[src/design/tbp_pkg.sv]
package tbp_pkg;

	localparam int MAX_BITS_DEF = 64;
	localparam int DATA_W = 64;
	localparam int LEN_W = 7;
	localparam int ENT_W = 6;
	localparam int GRP_W = 8;

	typedef enum logic [1:0] {
		FUNC_LOAD,
		FUNC_FWD,
		FUNC_INV,
		FUNC_SCT
	} func_t;

	typedef enum logic [1:0] {
		TSEL_FWD,
		TSEL_EXACT,
		TSEL_PSEUDO
	} tsel_t;

	typedef enum logic [1:0] {
		STAT_OK,
		STAT_LEN,
		STAT_IDX
	} status_t;

	typedef enum logic [1:0] {
		CFG_INPUT_SIZE,
		CFG_OUTPUT_SIZE,
		CFG_HAS_EXACT,
		CFG_HAS_PSEUDO
	} cfg_idx_t;

	typedef struct packed {
		logic             en;
		logic [1:0]       sel;
		logic [ENT_W-1:0] idx;
		logic [ENT_W-1:0] val;
	} tbl_wr_t;

endpackage

[src/design/tbp_tables.sv]
module tbp_tables #(
	parameter int MAX_BITS = tbp_pkg::MAX_BITS_DEF
) (
	input  logic                       clk,
	input  tbp_pkg::tbl_wr_t           wr,
	input  tbp_pkg::tsel_t             rd_sel,
	output logic [tbp_pkg::ENT_W-1:0]  entry [MAX_BITS]
);
	import tbp_pkg::*;

	localparam int IDX_W = $clog2(MAX_BITS);

	logic [ENT_W-1:0] fwd_q    [MAX_BITS];
	logic [ENT_W-1:0] exact_q  [MAX_BITS];
	logic [ENT_W-1:0] pseudo_q [MAX_BITS];

	always_ff @(posedge clk) begin
		if (wr.en) begin
			unique case (wr.sel)
				TSEL_FWD:    fwd_q[wr.idx[IDX_W-1:0]] <= wr.val;
				TSEL_EXACT:  exact_q[wr.idx[IDX_W-1:0]] <= wr.val;
				TSEL_PSEUDO: pseudo_q[wr.idx[IDX_W-1:0]] <= wr.val;
				default: ;
			endcase
		end
	end

	// Every entry is read at its own position; the mode picks the table.
	always_comb begin
		for (int i = 0; i < MAX_BITS; i++) begin
			unique case (rd_sel)
				TSEL_EXACT:  entry[i] = exact_q[i];
				TSEL_PSEUDO: entry[i] = pseudo_q[i];
				default:     entry[i] = fwd_q[i];
			endcase
		end
	end

endmodule

[config.mk]
export PLATFORM = sky130hd
export DESIGN_NAME = tbp_tables
export DESIGN_NICKNAME = d
export VERILOG_FILES = /design/src/design/tbp_pkg.sv /design/src/design/tbp_tables.sv
export SDC_FILE = /design/constraint.sdc
export NUM_CORES = 1
export LEC_CHECK = 0
export ABC_AREA = 1
export BUFFER_PORTS_ARGS = -buffer_cell sky130_fd_sc_hd__buf_2
export CAP_MARGIN = 0
export CORE_ASPECT_RATIO = 0.6
export CORE_MARGIN = 2
export CORE_UTILIZATION = 45
export DETAILED_ROUTE_END_ITERATION = 10
export HOLD_SLACK_MARGIN = 0.06
export PLACE_DENSITY = 0.68
export SKIP_CTS_REPAIR_TIMING = 1
export SYNTH_ARGS = -nofsm -noshare
export SYNTH_HDL_FRONTEND = slang
export SYNTH_SLANG_ARGS = --single-unit
[constraint.sdc]
create_clock -name clk -period 1.5 [get_ports clk]
set_clock_uncertainty 0.2 [all_clocks]
set_input_delay 0.15 -clock clk [delete_from_list [all_inputs] [get_ports clk]]
set_output_delay 0.15 -clock clk [all_outputs]
set_load 0.02 [all_outputs]
==> results.cfg <==
[outcome]
status = finished, violations left
violations = setup timing

[floorplan]
core_area_sq_um = 95900
start_util_pct = 45.3
die_y_microns = 245
num_rows = 88
fp.dieArea_sq_um = 99200
fp.dieW_microns = 405
io_pins = 402

[clock_tree]
cts_sinks = 1152
clockRootBuffer = clkbuf_16
clk_pin_slew_ns = 0.07
cts_buffers = 103
clockBufferDepth = 3
htreeDepth = 3
cts_tree = done

[global_routing]
grt_pass1_vias = 27700
grt_use_total_pct = 24.9
grt-ovfl-total = 0
grt_max_degree = 62
grt_pass1_wl_microns = 182000
antenna_found_initial = 9

[sta]
finalWorstSetupSlack_ns = -0.485
fin_crit_ns = 1.98
max_freq_mhz = 504
rsz0062_at_grt = true
slew_headroom_pct = 73.6
finalCritPeriodShare_pct = 132
worst_pin_slew_ns = 0.396
hold_viol_final = 0
drv_slew = 0
setup_viol = 384

[logic_synthesis]
yosysUniqueCellTypes = 13
synth.yosys.seq_area_share_pct = 79.6
mappedNetlistNets = 3193
synth-seq-cells = 1152
syn_inst = 3173
syn_avg_cell_area_sq_um = 13.7
synth_area_sq_um = 43500
ys.warnings.count = 0

[routing]
drt-initial-drc-count = 2976
detail_route.wl_per_cell_microns = 25.4
ant_nets = 0
drc = 0
wirelength_microns = 137000
vias = 29900
via_per_inst = 5.54
drtPass1Iterations = 5

[cells_and_area]
design_area_sq_um = 61500
final_common_cell = edfxtp_1
fillers = 6580
nets = 4028
syn_to_final_growth_pct = 41.5
multiInputGateArea_sq_um = 12000
drive_above_1_share_pct = 49.4
final_cell_mix = edfxtp_1 (1152), a21oi_2 (699), nand2_1 (453)
regArea_sq_um = 34600

[place]
port_buffers = 401
dpl.hpwl_microns = 81700
place_congestion = 0.843
place_area_sq_um = 52400

[power_and_ir_drop]
irDropWorstVdd_uv = 1020
seqPwrFrac_pct = 48.1
p_clk_share_pct = 35.9
p_total_mw = 73.7
switchingPower_mw = 19.0
combPwrFrac_pct = 16.0
leakagePower_nw = 20.7
power_switching_share_pct = 25.7
power_density_nw_per_um2 = 1200
intPower_mw = 54.8

[setup_path]
cp_data_arrival_time_ns = 1.63
cp.required_ns = 1.15
cp-end-kind = output port
crit_end = entry[6]
startpoint_type = primary input
path_class = in2out
crit_path_max_fanout = 9
critPathLaunch = rd_sel[1]

[flow_run]
max_cap_viol_count = 0

[min_path]
holdCritPathClass = in2reg
per-layer routing:
| metal | share of wire [%] | GRT usage, % |
|---|---|---|
| met1 | 43 | 36.9 |
| met2 | 46 | 37.3 |
| met3 | 8.6 | 5.18 |
| met4 | 2.9 | 7.14 |
| met5 | 0 | 0 |
through the flow:
step | setup slack (ns) | hold WS (ns) | TNS, ns | std cells | utilization, %
after CTS | -0.598 | -0.539 | -176.10 | 5317 | 58.1
after floorplan | -0.0829 | 0.0489 | -52.76 | 3173 | -
after detailed placement | -0.592 | 0.214 | -416.81 | 5131 | 54.6
after global routing | -0.507 | 0.0839 | -158.74 | 5395 | 64.2
final | -0.485 | 0.0840 | -141.76 | 5401 | 64.2
after global placement | -0.604 | 0.213 | -398.10 | 5131 | 54.6
power groups by stage:
stage | logic, mW | registers, mW | clock network [mW]
global route | 12.2 | 35.5 | 28.0
finish | 11.8 | 35.5 | 26.5
global placement | 8.55 | 36.2 | 0
floorplan | 4.70 | 36.2 | 0
CTS | 8.64 | 35.5 | 26.7
detailed placement | 8.61 | 36.2 | 0
kinds of logic after synthesis:
family / share of synthesized area, %
AO/OA/AOI/OAI: 8.84
adder cells (fa/ha/maj): 0.0575
buffers and inverters: 2.41
flip-flops: 79.6
AND/OR/NAND/NOR: 9.13
cells in the mapped netlist:
cell type	number	area, sq um
clkbuf_1	6	22.5
a21oi_1	768	3840
nor2_1	584	2190
edfxtp_1	1152	34600
ha_1	2	25.0
inv_1	10	37.5
buf_4	18	135
nand3_1	3	15.0
nand2_1	456	1710
buf_6	3	33.8
buf_2	162	811
nor2_2	8	50.1
inv_4	1	6.26
registers in the layout, indices dropped and copies added, names as in the netlist:
register,flops
fwd_q,384
exact_q,384
pseudo_q,384
critical path, cell delays in order:
cell and delay, ns:
buf_6 0.10, ha_4 0.29, buf_12 0.19, buf_12 0.16, inv_16 0.05, buf_16 0.14
buf_12 0.15, nor2_2 0.14, a21oi_2 0.06, buf_2 0.17
how the worst min path moves through the flow:
stage	start	endpoint	slack, ns	cells after the start
after floorplan	wr[0]	exact_q[0][0]	0.05	0
after global routing	wr[9]	exact_q[20][5]	0.08	6
after detailed placement	wr[1]	pseudo_q[23][1]	0.21	1
after global placement	wr[1]	pseudo_q[23][1]	0.21	1
after CTS	wr[1]	pseudo_q[28][1]	-0.54	1
final	wr[9]	fwd_q[17][4]	0.08	6
layout make-up:
| class | instances | share of cell area, % |
|---|---|---|
| Sequential cell | 1152 | 56.2 |
| Inverter | 11 | 0.114 |
| Timing Repair Buffer | 916 | 16.0 |
| Clock inverter | 58 | 0.923 |
| Timing Repair inverter | 3 | 0.0773 |
| Tap cell | 1305 | 2.65 |
| Antenna cell | 7 | 0.0285 |
| Clock buffer | 128 | 4.44 |
| Multi-Input combinational cell | 1821 | 19.6 |
No activity file was read; power rests on OpenSTA's default activity.
